## src/rtl/dswg_pkg.sv

```systemverilog
package dswg_pkg;

   // Field widths of the item channels and the configuration register.
   localparam int MODE_BITS     = 2;
   localparam int DIGIT_BITS    = 4;
   localparam int VALUE_BITS    = 14;
   localparam int OVERHEAD_BITS = 8;
   localparam int REQ_DATA_BITS = 8;
   localparam int RSP_DATA_BITS = 16;

   // Divider operands: the dividend is the half second in microseconds, the divisor the
   // entered value.
   localparam int DIV_BITS     = 19;
   localparam int DIVISOR_BITS = 14;

   // Four-thirds scaling of the first quotient q: floor(4q/3) equals
   // (q * THIRD_RECIP) >> SCALE_SHIFT, as THIRD_RECIP is 2^21/3 rounded up and 4q < 2^21.
   localparam int SCALED_BITS  = 20;
   localparam int RECIP_BITS   = 20;
   localparam int SCALE_SHIFT  = 19;
   localparam int PRODUCT_BITS = DIV_BITS + RECIP_BITS;

   localparam logic [DIV_BITS-1:0]      HALF_SECOND_US = 19'd500000;
   localparam logic [RECIP_BITS-1:0]    THIRD_RECIP    = 20'd699051;
   localparam logic [DIGIT_BITS-1:0]    DIGIT_MAX      = 4'd9;
   localparam logic [OVERHEAD_BITS-1:0] OVERHEAD_RESET = 8'd14;

   // Decimal weights of the three upper stored digits, most significant first.
   localparam logic [VALUE_BITS-1:0] WEIGHT_THOUSANDS = 14'd1000;
   localparam logic [VALUE_BITS-1:0] WEIGHT_HUNDREDS  = 14'd100;
   localparam logic [VALUE_BITS-1:0] WEIGHT_TENS      = 14'd10;

   typedef enum logic [MODE_BITS-1:0] {
      MODE_TICK   = 2'd0,
      MODE_KEY    = 2'd1,
      MODE_BUTTON = 2'd2,
      MODE_NOP    = 2'd3
   } mode_type;

   // Update request from the sequencer to the digit store.
   typedef struct packed {
      logic                  shift;
      logic                  clear;
      logic [DIGIT_BITS-1:0] digit;
   } digit_ctrl_type;

endpackage

```

## src/rtl/dswg_divider.sv

```systemverilog
// Restoring divider, one quotient bit per cycle.
module dswg_divider (
   input  logic                               clock,
   input  logic                               reset,
   input  logic                               start,
   input  logic [dswg_pkg::DIV_BITS-1:0]      dividend,
   input  logic [dswg_pkg::DIVISOR_BITS-1:0]  divisor,
   output logic                               done,
   output logic [dswg_pkg::DIV_BITS-1:0]      quotient
);

   localparam int STEP_BITS = $clog2(dswg_pkg::DIV_BITS + 1);

   logic [dswg_pkg::DIV_BITS-1:0]     quo_ff, quo_in;
   logic [dswg_pkg::DIVISOR_BITS-1:0] rem_ff, rem_in;
   logic [dswg_pkg::DIVISOR_BITS-1:0] div_ff, div_in;
   logic [STEP_BITS-1:0]              step_ff, step_in;
   logic                              busy_ff, busy_in;
   logic                              done_ff, done_in;

   logic [dswg_pkg::DIVISOR_BITS:0]   trial;
   logic [dswg_pkg::DIVISOR_BITS:0]   diff;
   logic                              fits;

   // Shift the next dividend bit into the partial remainder and try a subtract.
   assign trial = {rem_ff, quo_ff[dswg_pkg::DIV_BITS-1]};
   assign diff  = trial - {1'b0, div_ff};
   assign fits  = trial >= {1'b0, div_ff};

   always_comb begin
      quo_in  = quo_ff;
      rem_in  = rem_ff;
      div_in  = div_ff;
      step_in = step_ff;
      busy_in = busy_ff;
      done_in = 1'b0;
      if (start) begin
         quo_in  = dividend;
         rem_in  = '0;
         div_in  = divisor;
         step_in = STEP_BITS'(dswg_pkg::DIV_BITS);
         busy_in = 1'b1;
      end else if (busy_ff) begin
         quo_in  = {quo_ff[dswg_pkg::DIV_BITS-2:0], fits};
         rem_in  = fits ? diff[dswg_pkg::DIVISOR_BITS-1:0]
                        : trial[dswg_pkg::DIVISOR_BITS-1:0];
         step_in = step_ff - STEP_BITS'(1);
         if (step_ff == STEP_BITS'(1)) begin
            busy_in = 1'b0;
            done_in = 1'b1;
         end
      end
   end

   always_ff @(posedge clock) begin
      if (reset) begin
         busy_ff <= 1'b0;
         done_ff <= 1'b0;
         step_ff <= '0;
      end else begin
         busy_ff <= busy_in;
         done_ff <= done_in;
         step_ff <= step_in;
      end
   end

   always_ff @(posedge clock) begin
      quo_ff <= quo_in;
      rem_ff <= rem_in;
      div_ff <= div_in;
   end

   assign done     = done_ff;
   assign quotient = quo_ff;

endmodule

```

## src/rtl/dswg_digits.sv

```systemverilog
// Four-digit decimal entry register and its binary value.
module dswg_digits (
   input  logic                               clock,
   input  logic                               reset,
   input  dswg_pkg::digit_ctrl_type           ctrl,
   output logic [dswg_pkg::VALUE_BITS-1:0]    value
);

   logic [dswg_pkg::DIGIT_BITS-1:0] digit_ff [4];
   logic [dswg_pkg::DIGIT_BITS-1:0] digit_in [4];

   // A key shifts toward the thousands place; a stop clears every digit.
   always_comb begin
      for (int i = 0; i < 4; i++) begin
         digit_in[i] = digit_ff[i];
      end
      if (ctrl.clear) begin
         for (int i = 0; i < 4; i++) begin
            digit_in[i] = '0;
         end
      end else if (ctrl.shift) begin
         digit_in[0] = digit_ff[1];
         digit_in[1] = digit_ff[2];
         digit_in[2] = digit_ff[3];
         digit_in[3] = ctrl.digit;
      end
   end

   always_ff @(posedge clock) begin
      if (reset) begin
         digit_ff[0] <= '0;
         digit_ff[1] <= '0;
         digit_ff[2] <= '0;
         digit_ff[3] <= dswg_pkg::DIGIT_BITS'(1);
      end else begin
         for (int i = 0; i < 4; i++) begin
            digit_ff[i] <= digit_in[i];
         end
      end
   end

   // Weighted sum of the digits, thousands first.
   assign value =
        dswg_pkg::VALUE_BITS'(digit_ff[0]) * dswg_pkg::WEIGHT_THOUSANDS
      + dswg_pkg::VALUE_BITS'(digit_ff[1]) * dswg_pkg::WEIGHT_HUNDREDS
      + dswg_pkg::VALUE_BITS'(digit_ff[2]) * dswg_pkg::WEIGHT_TENS
      + dswg_pkg::VALUE_BITS'(digit_ff[3]);

endmodule

```

## src/rtl/decimal_square_wave_generator_top.sv

```systemverilog
// Square-wave generator set by four decimal digits of frequency in hertz. Each request item
// is a tick of the machine cycle, a key digit, or the start/stop button, and each one gives
// exactly one response item carrying the wave level, the running flag and the entered value
// as they stand after that item. Tick, key, stop and ignored items are committed from the
// execute state, when their response appears, and the next request item is taken once the
// sequencer is back in idle. A start runs 19 steps of a bit-serial divider for 500000/f,
// a reciprocal multiply that applies the 4/3 scaling, registered as the divider finishes,
// and a clamp state that subtracts the overhead register and clamps the result to the
// counter range, then commits in the apply state. A response that is not taken holds the
// next commit back, so receiver stalls lengthen these sequences. A new request item is
// accepted as soon as the previous one is committed, even while its response still waits.
module decimal_square_wave_generator_top #(
   parameter int COUNT_BITS = 20
) (
   input  logic                                 clock,
   input  logic                                 reset,
   // Request item: tdata = key_digit[3:0], then zero padding; tuser = mode[1:0].
   input  logic                                 req_tvalid,
   output logic                                 req_tready,
   input  logic [dswg_pkg::REQ_DATA_BITS-1:0]   req_tdata,
   input  logic [dswg_pkg::MODE_BITS-1:0]       req_tuser,
   // Response item: tdata = wave_level, running, entered_value[13:0].
   output logic                                 rsp_tvalid,
   input  logic                                 rsp_tready,
   output logic [dswg_pkg::RSP_DATA_BITS-1:0]   rsp_tdata,
   // Overhead cycle count subtracted from each half period.
   input  logic                                 csr_valid,
   output logic                                 csr_ready,
   input  logic [dswg_pkg::OVERHEAD_BITS-1:0]   csr_data
);

   localparam int WIDE_BITS = (COUNT_BITS > dswg_pkg::SCALED_BITS) ? COUNT_BITS
                                                                   : dswg_pkg::SCALED_BITS;

   typedef enum logic [4:0] {
      ST_IDLE   = 5'b00001,
      ST_EXEC   = 5'b00010,
      ST_DIVIDE = 5'b00100,
      ST_CLAMP  = 5'b01000,
      ST_APPLY  = 5'b10000
   } state_type;

   state_type                          state_ff, state_in;
   dswg_pkg::mode_type                 mode_ff, mode_in;
   logic [dswg_pkg::DIGIT_BITS-1:0]    key_ff, key_in;
   logic [dswg_pkg::OVERHEAD_BITS-1:0] overhead_ff, overhead_in;
   logic                               running_ff, running_in;
   logic                               level_ff, level_in;
   logic [COUNT_BITS-1:0]              half_period_ff, half_period_in;
   logic [COUNT_BITS-1:0]              cycle_count_ff, cycle_count_in;
   logic [dswg_pkg::SCALED_BITS-1:0]   scaled_ff, scaled_in;
   logic [COUNT_BITS-1:0]              hp_calc_ff, hp_calc_in;
   logic                               rsp_valid_ff, rsp_valid_in;

   dswg_pkg::digit_ctrl_type           digit_ctrl;
   logic [dswg_pkg::VALUE_BITS-1:0]    entered_value;

   logic                               div_start;
   logic                               div_done;
   logic [dswg_pkg::DIV_BITS-1:0]      div_dividend;
   logic [dswg_pkg::DIVISOR_BITS-1:0]  div_divisor;
   logic [dswg_pkg::DIV_BITS-1:0]      div_quotient;

   logic                               out_free;
   logic                               is_start;
   logic [COUNT_BITS-1:0]              count_next;
   logic [dswg_pkg::PRODUCT_BITS-1:0]  scale_product;
   logic [WIDE_BITS-1:0]               scaled_wide;
   logic [WIDE_BITS-1:0]               ovh_wide;
   logic [WIDE_BITS-1:0]               hp_sub;
   logic [WIDE_BITS-1:0]               count_max;

   dswg_digits u_digits (
      .clock (clock),
      .reset (reset),
      .ctrl  (digit_ctrl),
      .value (entered_value)
   );

   dswg_divider u_divider (
      .clock    (clock),
      .reset    (reset),
      .start    (div_start),
      .dividend (div_dividend),
      .divisor  (div_divisor),
      .done     (div_done),
      .quotient (div_quotient)
   );

   // Handshakes and the response, which reflects the committed state.
   assign req_tready = (state_ff == ST_IDLE);
   assign csr_ready  = 1'b1;
   assign rsp_tvalid = rsp_valid_ff;
   assign rsp_tdata  = {entered_value, running_ff, level_ff};
   assign out_free   = !rsp_valid_ff || rsp_tready;

   assign is_start = (mode_ff == dswg_pkg::MODE_BUTTON) && !running_ff
                     && (entered_value != '0);

   // The divider finds the half second in microseconds divided by f.
   assign div_dividend = dswg_pkg::HALF_SECOND_US;
   assign div_divisor  = entered_value;

   // Four-thirds scaling of the quotient by a reciprocal multiply.
   assign scale_product = dswg_pkg::PRODUCT_BITS'(div_quotient)
                          * dswg_pkg::PRODUCT_BITS'(dswg_pkg::THIRD_RECIP);
   assign scaled_in     = scale_product[dswg_pkg::SCALE_SHIFT +: dswg_pkg::SCALED_BITS];

   // Overhead subtraction with a floor of one and a ceiling of the counter range.
   assign scaled_wide = WIDE_BITS'(scaled_ff);
   assign ovh_wide    = WIDE_BITS'(overhead_ff);
   assign count_max   = WIDE_BITS'({COUNT_BITS{1'b1}});
   assign hp_sub      = (scaled_wide > ovh_wide + WIDE_BITS'(1)) ? scaled_wide - ovh_wide
                                                                 : WIDE_BITS'(1);
   assign hp_calc_in  = (hp_sub > count_max) ? count_max[COUNT_BITS-1:0]
                                             : hp_sub[COUNT_BITS-1:0];

   assign count_next  = cycle_count_ff + COUNT_BITS'(1);
   assign overhead_in = (csr_valid && csr_ready) ? csr_data : overhead_ff;

   // Sequencer: latch the item, run the divider for a start, commit when the output is free.
   always_comb begin
      state_in       = state_ff;
      mode_in        = mode_ff;
      key_in         = key_ff;
      running_in     = running_ff;
      level_in       = level_ff;
      half_period_in = half_period_ff;
      cycle_count_in = cycle_count_ff;
      rsp_valid_in   = rsp_tready ? 1'b0 : rsp_valid_ff;
      div_start      = 1'b0;
      digit_ctrl     = '{shift: 1'b0, clear: 1'b0, digit: key_ff};
      unique case (state_ff)
         ST_IDLE: begin
            if (req_tvalid) begin
               mode_in  = dswg_pkg::mode_type'(req_tuser);
               key_in   = req_tdata[dswg_pkg::DIGIT_BITS-1:0];
               state_in = ST_EXEC;
            end
         end
         ST_EXEC: begin
            if (is_start) begin
               div_start = 1'b1;
               state_in  = ST_DIVIDE;
            end else if (out_free) begin
               rsp_valid_in = 1'b1;
               state_in     = ST_IDLE;
               unique case (mode_ff)
                  dswg_pkg::MODE_TICK: begin
                     if (running_ff) begin
                        if (count_next >= half_period_ff) begin
                           level_in       = !level_ff;
                           cycle_count_in = '0;
                        end else begin
                           cycle_count_in = count_next;
                        end
                     end
                  end
                  dswg_pkg::MODE_KEY: begin
                     digit_ctrl.shift = (key_ff <= dswg_pkg::DIGIT_MAX);
                  end
                  dswg_pkg::MODE_BUTTON: begin
                     // Stop; a start with a zero value falls here and changes nothing.
                     if (running_ff) begin
                        running_in       = 1'b0;
                        level_in         = 1'b0;
                        cycle_count_in   = '0;
                        digit_ctrl.clear = 1'b1;
                     end
                  end
                  default: begin
                  end
               endcase
            end
         end
         ST_DIVIDE: begin
            if (div_done) begin
               state_in = ST_CLAMP;
            end
         end
         ST_CLAMP: begin
            state_in = ST_APPLY;
         end
         ST_APPLY: begin
            if (out_free) begin
               half_period_in = hp_calc_ff;
               cycle_count_in = '0;
               running_in     = 1'b1;
               rsp_valid_in   = 1'b1;
               state_in       = ST_IDLE;
            end
         end
         default: begin
            state_in = ST_IDLE;
         end
      endcase
   end

   always_ff @(posedge clock) begin
      if (reset) begin
         state_ff       <= ST_IDLE;
         overhead_ff    <= dswg_pkg::OVERHEAD_RESET;
         running_ff     <= 1'b0;
         level_ff       <= 1'b0;
         half_period_ff <= '0;
         cycle_count_ff <= '0;
         rsp_valid_ff   <= 1'b0;
      end else begin
         state_ff       <= state_in;
         overhead_ff    <= overhead_in;
         running_ff     <= running_in;
         level_ff       <= level_in;
         half_period_ff <= half_period_in;
         cycle_count_ff <= cycle_count_in;
         rsp_valid_ff   <= rsp_valid_in;
      end
   end

   // Item payload and the half period pipeline hold no control meaning.
   always_ff @(posedge clock) begin
      mode_ff <= mode_in;
      key_ff  <= key_in;
      if ((state_ff == ST_DIVIDE) && div_done) begin
         scaled_ff <= scaled_in;
      end
      if (state_ff == ST_CLAMP) begin
         hp_calc_ff <= hp_calc_in;
      end
   end

endmodule

```

## config.mk

```make
export PLATFORM = sky130hd
export DESIGN_NAME = decimal_square_wave_generator_top
export DESIGN_NICKNAME = d
export VERILOG_FILES = /design/src/rtl/dswg_pkg.sv /design/src/rtl/dswg_divider.sv /design/src/rtl/dswg_digits.sv /design/src/rtl/decimal_square_wave_generator_top.sv
export SDC_FILE = /design/constraint.sdc
export NUM_CORES = 1
export LEC_CHECK = 0
export ABC_AREA = 0
export BUFFER_PORTS_ARGS = -buffer_cell sky130_fd_sc_hd__clkbuf_2
export CAP_MARGIN = 20
export CORE_MARGIN = 4
export CORE_UTILIZATION = 30
export CTS_CLUSTER_DIAMETER = 150
export DETAILED_ROUTE_END_ITERATION = 10
export SLEW_MARGIN = 20
export SYNTH_ARGS = -nofsm -noshare
export SYNTH_HDL_FRONTEND = slang
export SYNTH_SLANG_ARGS = --single-unit
export TNS_END_PERCENT = 10
```

## constraint.sdc

```tcl
create_clock -name clock -period 9.3 [get_ports clock]
set_clock_uncertainty 0.1 [all_clocks]
set_input_delay 0.93 -clock clock [delete_from_list [all_inputs] [get_ports clock]]
set_output_delay 0.93 -clock clock [all_outputs]
set_load 0.02 [all_outputs]
```

==> summary.json, run 1 <==
{
  "outcome": {"value": "finished clean"},
  "clock_insertion_delay_worst_skew": {"value": 0.44, "unit": "ns"},
  "timing.critical_path.cells": {"value": "ha_1, inv_1, fa_1, fa_1, inv_1, fa_1, inv_1, fa_1, inv_1, fa_1, ha_1, a21oi_1, o21ai_0, a211o_1, a311oi_1, a21oi_1, o41ai_2, o2111ai_1, a21oi_1, xnor2_1"},
  "crit_top_cell": {"value": "fa_1"},
  "timing.reg2reg.worst_path_depth": {"value": 20},
  "grt_pass1_vias": {"value": 11400},
  "timing.reg2reg.setup_slack": {"value": 2.71, "unit": "ns"},
  "postCtsResizedCells": {"value": 0},
  "gp_routability_congestion": {"value": 0.832},
  "grt_usage": {"value": 12.2, "unit": "%"},
  "tightest_slew": {"value": 0.925, "unit": "ns"},
  "hold_vio_cnt_final": {"value": 0},
  "hold_start": {"value": "half_period_ff[2]"},
  "worst_path_dominant_cell_family": {"value": "adder cells"},
  "placement.cell_area": {"value": 0.0164, "unit": "mm²"},
  "synth_sequential_area_ratio": {"value": 26.0, "unit": "%"},
  "grt_antenna_before_repair": {"value": 0},
  "setup_ws": {"value": 2.71, "unit": "ns"},
  "pin_count_of_the_biggest_net_entering_global_routing": {"value": 59},
  "hold_path_end": {"value": "half_period_ff[2]"},
  "syn_to_final_growth": {"value": 9.78, "unit": "%"},
  "final_min_period_over_clock_period": {"value": 70.9, "unit": "%"},
  "max_cap_violations": {"value": 0},
  "start_util": {"value": 30.3, "unit": "%"},
  "drt_pre_antenna_iters": {"value": 5},
  "syn_nets": {"value": 2026},
  "stdcell_area": {"value": 0.0171, "unit": "mm²"},
  "placementRows": {"value": 83},
  "antenna_violating_nets_post_route": {"value": 0},
  "reg_to_reg_startpoint": {"value": "u_divider.quotient[6]"},
  "cts.htree.levels": {"value": 4},
  "crit_path_start_kind": {"value": "flop"},
  "final.min_clock_period": {"value": 6.59, "unit": "ns"},
  "post_synth_edffs": {"value": 60},
  "die_area": {"value": 0.0555, "unit": "mm²"},
  "design.core.area": {"value": 0.0513, "unit": "mm²"},
  "endpoint_kind": {"value": "flop"},
  "worst_hold_path_type": {"value": "flop to flop"},
  "dpl_worst_slack": {"value": 2.72, "unit": "ns"},
  "syn_avg_cell_area": {"value": 9.44, "unit": "µm²"},
  "post_cts_hold_fix_bufs": {"value": 0},
  "n_fill_cell": {"value": 5266},
  "postSynth.asyncResetShare": {"value": 0, "unit": "%"},
  "setup_viol_count_final": {"value": 0},
  "dp.final_hpwl": {"value": 27.2, "unit": "mm"},
  "max_slew_margin": {"value": 38.3, "unit": "%"},
  "detail_route.vias_per_cell": {"value": 4.67},
  "detail_route.wl_per_cell": {"value": 14.1, "unit": "µm"},
  "finish.net_count": {"value": 2051},
  "synth-seq-cells": {"value": 172},
  "post_route_cells_drive_above_1_share": {"value": 6.00, "unit": "%"},
  "layout.area.seq": {"value": 0.00404, "unit": "mm²"},
  "crit_arrival": {"value": 6.68, "unit": "ns"},
  "clock_sinks": {"value": 172},
  "die-width": {"value": 236, "unit": "µm"},
  "setup_repair_after_global_routing_missed_its_margin": {"value": "no"},
  "final_common_cell": {"value": "inv_1"},
  "die_h": {"value": 236, "unit": "µm"},
  "post_cts_buffers": {"value": 0},
  "critical_path.max_fanout": {"value": 5},
  "clock_pin_transition_on_the_worst_setup_and_hold_timing_paths": {"value": 0.08, "unit": "ns"},
  "tritoncts": {"value": "done"},
  "postSynthCellCount": {"value": 1646},
  "yosys_warnings": {"value": 0},
  "path_buf_inv": {"value": 4},
  "clk_root_buffer_cell": {"value": "clkbuf_16"},
  "global_route_wire_length_before_repair": {"value": 57.2, "unit": "mm"},
  "min_path_cells": {"value": 2},
  "antenna-diode-count": {"value": 0},
  "io_buffers": {"value": 36},
  "crit_required": {"value": 9.39, "unit": "ns"},
  "synthesis.area": {"value": 0.0155, "unit": "mm²"},
  "crit_slowest_cell": {"value": "fa_1"},
  "wl": {"value": 33.4, "unit": "mm"},
  "multi_input_area": {"value": 0.0102, "unit": "mm²"},
  "post_synth_num_cell_types": {"value": 78},
  "drt_iter0_drc": {"value": 651},
  "timing.final.max_slew_violations": {"value": 0},
  "num_vias": {"value": 11000},
  "clock_path_buffers": {"value": 2},
  "layout_common_cells": {"value": "291 x inv_1, 235 x ha_1, 122 x fa_1, 120 x nor2_1, 112 x dfxtp_1"},
  "r2r_end": {"value": "scaled_ff[19]"},
  "floorplan.io_pins": {"value": 42},
  "crit_path_max_incr_delay": {"value": 0.63, "unit": "ns"},
  "grt_overflow": {"value": 0},
  "critPathKind": {"value": "flop to flop"},
  "drcViolationCount": {"value": 0},
  "finalSetupTns": {"value": 0, "unit": "ns"},
  "fmaxAchievable": {"value": 0.152, "unit": "GHz"},
  "numCtsBuffers": {"value": 17},
  "synth_flop_cell": {"value": "dfxtp_1"}
}
==> per-stage QoR <==
step                      hold slack, ns  utilization, %  std cells
after global routing               0.372            33.2       2364
after detailed placement           0.347            32.1       2332
after global placement             0.346            32.0       2331
after floorplan                    0.336               -       1646
final                              0.357            33.2       2364
after CTS                          0.358            33.2       2364
==> synthesized netlist by cell type (8+ instances only) <==
cell / instances / area share (%)
a21oi_1: 87 / 2.8
a22o_1: 9 / 0.51
nand4_1: 22 / 0.89
xnor2_1: 64 / 3.6
a21o_1: 21 / 1.0
o21ai_0: 39 / 1.3
ha_1: 235 / 19
nand2b_1: 13 / 0.52
nor3_1: 38 / 1.2
o31ai_1: 14 / 0.68
a22oi_1: 11 / 0.53
clkbuf_1: 25 / 0.60
dfxtp_1: 112 / 14
and2_1: 8 / 0.32
nor2_1: 120 / 2.9
a211oi_1: 8 / 0.39
inv_1: 291 / 7.0
o21a_1: 12 / 0.58
fa_1: 122 / 16
nor2b_1: 17 / 0.68
edfxtp_1: 60 / 12
xor2_1: 24 / 1.4
nand2_1: 101 / 2.4
mux2i_1: 41 / 2.6
and3_1: 15 / 0.60
nand3_1: 23 / 0.74
o211ai_1: 11 / 0.53
==> state kept, by name (all words and copies together), names as in the netlist, 2 cells and up <==
signal              count
cycle_count_ff         20
half_period_ff         20
mode_ff                 2
state_ff                5
u_divider.rem_ff       14
u_divider.div_ff       14
key_ff                  4
hp_calc_ff             20
u_divider.quotient     19
u_divider.step_ff       5
u_digits.digit_ff      16
overhead_ff             8
scaled_ff              20
==> worst max path at each step <==
stage,start,end,slack (ns),depth (start not counted)
after detailed placement,u_divider.quotient[6],scaled_ff[19],2.72,20
after CTS,u_divider.quotient[6],scaled_ff[19],2.67,20
final,u_divider.quotient[6],scaled_ff[19],2.71,20
after floorplan,u_divider.quotient[15],scaled_ff[19],3.40,20
after global routing,u_divider.quotient[6],scaled_ff[19],2.32,20
after global placement,u_divider.quotient[6],scaled_ff[19],2.71,20
==> final cells by class <==
cell class	count	area share (%)
repair buffers	45	1.45
flip-flops and latches	172	23.7
multi-input cells	1142	59.9
clock buffers	17	2.50
inverters	293	6.45
clock inverters	15	1.04
well taps	680	4.99
==> worst reg2reg max path, delay by kind of cell (launching register included) <==
| kind | cells | cell delay [ns] |
|---|---|---|
| buffers and inverters | 4 | 0.35 |
| AO/OA/AOI/OAI | 8 | 1.99 |
| XOR/XNOR | 1 | 0.08 |
| adder cells (fa/ha/maj) | 7 | 3.37 |
| flip-flops | 1 | 0.45 |
==> logic make-up after synthesis <==
group	count (synthesis)	share of synthesized area [%]
multiplexers	42	2.71
adder cells (fa/ha/maj)	357	34.7
buffers and inverters	332	8.27
flip-flops	172	26.0
XOR/XNOR	88	4.96
AO/OA/AOI/OAI	265	11.4
other	1	0.0241
AND/OR/NAND/NOR	389	11.9
==> routing by layer <==
layer,routed length [µm],part of all wire (%),vias to the layer above,global-route usage [%]
li1,-,-,5596,-
met1,15800,47,5272,16.4
met2,16200,49,146,21.0
met3,839,2.5,23,1.49
met4,515,1.5,0,2.83
met5,0,0,-,0
Power of run 1 is left out: the tool's default activity adds up to more than one toggle a clock period on the data nets, which glitch-free logic cannot reach.
==> run 2: changes to the inputs <==
Clock period 9.3 ns to 5.5 ns, I/O delays scaled along.
==> summary.json, run 2 (same netlist as run 1, synthesis figures left out) <==
{
  "outcome": {"value": "complete, but fails checks"},
  "violations": {"value": "negative setup slack"},
  "crit_required": {"value": 5.58, "unit": "ns", "change": "-3.81 ns"},
  "clock_path_buffers": {"value": 2, "change": "unchanged"},
  "final_common_cell": {"value": "inv_1"},
  "finish.net_count": {"value": 2199, "change": "+7.2%"},
  "critical_path.max_fanout": {"value": 3, "change": "-2"},
  "tightest_slew": {"value": 0.891, "unit": "ns", "change": "-0.0333 ns"},
  "timing.reg2reg.setup_slack": {"value": -0.19, "unit": "ns", "change": "-2.90 ns"},
  "setup_repair_after_global_routing_missed_its_margin": {"value": "yes"},
  "hold_path_end": {"value": "key_ff[1]"},
  "drt_pre_antenna_iters": {"value": 6, "change": "+1"},
  "multi_input_area": {"value": 0.0107, "unit": "mm²", "change": "+4.9%"},
  "clock_pin_transition_on_the_worst_setup_and_hold_timing_paths": {"value": 0.07, "unit": "ns", "change": "about the same"},
  "syn_to_final_growth": {"value": 20.4, "unit": "%"},
  "global_route_wire_length_before_repair": {"value": 58.9, "unit": "mm", "change": "+2.8%"},
  "grt_overflow": {"value": 0, "change": "unchanged"},
  "io_buffers": {"value": 36, "change": "unchanged"},
  "layout.area.seq": {"value": 0.00406, "unit": "mm²", "change": "+0.50%"},
  "hold_start": {"value": "req_tdata[1]"},
  "design.core.area": {"value": 0.0513, "unit": "mm²", "change": "unchanged"},
  "reg_to_reg_startpoint": {"value": "u_divider.quotient[6]"},
  "detail_route.vias_per_cell": {"value": 4.67, "change": "about the same"},
  "clock_insertion_delay_worst_skew": {"value": 0.45, "unit": "ns", "change": "about the same"},
  "dp.final_hpwl": {"value": 28.2, "unit": "mm", "change": "+3.9%"},
  "setup_ws": {"value": -0.187, "unit": "ns", "change": "-2.90 ns"},
  "final_min_period_over_clock_period": {"value": 103, "unit": "%", "change": "+33 points"},
  "drcViolationCount": {"value": 0, "change": "unchanged"},
  "n_fill_cell": {"value": 5172, "change": "-1.8%"},
  "grt_antenna_before_repair": {"value": 0, "change": "unchanged"},
  "die_area": {"value": 0.0555, "unit": "mm²", "change": "unchanged"},
  "placementRows": {"value": 83, "change": "unchanged"},
  "antenna_violating_nets_post_route": {"value": 0, "change": "unchanged"},
  "crit_path_start_kind": {"value": "flop"},
  "gp_routability_congestion": {"value": 0.854, "change": "+2.6%"},
  "pin_count_of_the_biggest_net_entering_global_routing": {"value": 59, "change": "unchanged"},
  "die-width": {"value": 236, "unit": "µm", "change": "unchanged"},
  "max_slew_margin": {"value": 40.6, "unit": "%", "change": "+2.2 points"},
  "num_vias": {"value": 11700, "change": "+6.2%"},
  "tritoncts": {"value": "done"},
  "fmaxAchievable": {"value": 0.176, "unit": "GHz", "change": "+16%"},
  "die_h": {"value": 236, "unit": "µm", "change": "unchanged"},
  "cts.htree.levels": {"value": 4, "change": "unchanged"},
  "timing.final.max_slew_violations": {"value": 0, "change": "unchanged"},
  "post_route_cells_drive_above_1_share": {"value": 19.0, "unit": "%", "change": "+13 points"},
  "r2r_end": {"value": "scaled_ff[19]"},
  "hold_vio_cnt_final": {"value": 0, "change": "unchanged"},
  "grt_usage": {"value": 12.7, "unit": "%", "change": "+0.46 points"},
  "final.min_clock_period": {"value": 5.69, "unit": "ns", "change": "-0.902 ns"},
  "layout_common_cells": {"value": "272 x inv_1, 217 x ha_1, 150 x buf_4, 119 x nor2_1, 111 x fa_1"},
  "grt_pass1_vias": {"value": 12300, "change": "+8.3%"},
  "clk_root_buffer_cell": {"value": "clkbuf_16"},
  "wl": {"value": 34.6, "unit": "mm", "change": "+3.8%"},
  "antenna-diode-count": {"value": 0, "change": "unchanged"},
  "stdcell_area": {"value": 0.0187, "unit": "mm²", "change": "+9.7%"},
  "drt_iter0_drc": {"value": 436, "change": "-33%"},
  "detail_route.wl_per_cell": {"value": 13.8, "unit": "µm", "change": "-2.3%"},
  "max_cap_violations": {"value": 0, "change": "unchanged"},
  "crit_arrival": {"value": 5.77, "unit": "ns", "change": "-0.91 ns"},
  "start_util": {"value": 30.3, "unit": "%", "change": "unchanged"},
  "endpoint_kind": {"value": "flop"},
  "timing.reg2reg.worst_path_depth": {"value": 21, "change": "+5.0%"},
  "worst_hold_path_type": {"value": "input port to flop"},
  "floorplan.io_pins": {"value": 42, "change": "unchanged"},
  "clock_sinks": {"value": 172, "change": "unchanged"},
  "setup_viol_count_final": {"value": 9, "change": "+9"},
  "critPathKind": {"value": "flop to flop"},
  "placement.cell_area": {"value": 0.0175, "unit": "mm²", "change": "+6.5%"},
  "min_path_cells": {"value": 1, "change": "-1"},
  "numCtsBuffers": {"value": 17, "change": "unchanged"}
}
run 2: changes by cell type in the layout (fill, tap and decap cells not counted), sizes merged:
cell and change:
buf +148, inv -1, clkinv -1, clkinvlp +2
run 2: critical path: stages (launching register included):
cell	delay, ns
dfxtp_4	0.36
ha_4	0.24
inv_2	0.06
fa_2	0.46
fa_2	0.59
inv_2	0.06
fa_1	0.48
inv_1	0.05
fa_1	0.49
inv_2	0.04
fa_1	0.55
ha_4	0.23
a21oi_4	0.14
o21ai_2	0.08
a211o_1	0.30
a311oi_2	0.22
a21oi_2	0.13
o41ai_2	0.29
buf_4	0.19
o2111ai_4	0.12
a21oi_2	0.17
xnor2_1	0.08
run 2: area by class of cell:
class	count	share of cell area, %
Multi-Input combinational cell	1142	57.3
Sequential cell	172	21.7
Timing Repair Buffer	193	7.56
Inverter	293	5.89
Tap cell	680	4.55
Clock buffer	17	2.28
Clock inverter	15	0.736
run 2: stage by stage:
| stage | setup TNS, ns | cells | setup slack, ns | util, % | hold slack (ns) |
|---|---|---|---|---|---|
| final | -0.630 | 2512 | -0.187 | 36.4 | 0.177 |
| after global placement | -2.70 | 2459 | -0.420 | 34.1 | 0.345 |
| after global routing | -3.80 | 2512 | -0.448 | 36.4 | 0.155 |
| after detailed placement | -3.51 | 2460 | -0.561 | 34.1 | 0.347 |
| after CTS | -1.32 | 2511 | -0.192 | 36.1 | 0.148 |
| after floorplan | -0.459 | 1646 | -0.149 | - | 0.336 |
run 2: worst max path at each step:
stage	startpoint	end	slack (ns)	depth (start not counted)
CTS	u_divider.quotient[6]	scaled_ff[19]	-0.19	21
global placement	u_divider.quotient[15]	scaled_ff[19]	-0.42	20
finish	u_divider.quotient[6]	scaled_ff[19]	-0.19	21
floorplan	u_divider.quotient[6]	scaled_ff[19]	-0.15	20
global route	u_divider.quotient[6]	scaled_ff[19]	-0.45	20
detailed placement	u_divider.quotient[15]	scaled_ff[19]	-0.56	20
run 2: repair_timing:
action	CTS	global route
pin swaps	58	35
hold buffers	0	0
gates resized for setup	65	41
setup buffers	19	2
setup endpoints to repair	35	57
run 2: metal layers:
layer | vias to the layer above | share of wire [%] | GRT usage, %
met5 | - | 0 | 0
met4 | 0 | 1.6 | 3.88
met3 | 32 | 3.2 | 1.90
met2 | 172 | 49 | 22.2
met1 | 5618 | 46 | 16.1
li1 | 5900 | - | -
Power of run 2 is left out for the same reason.
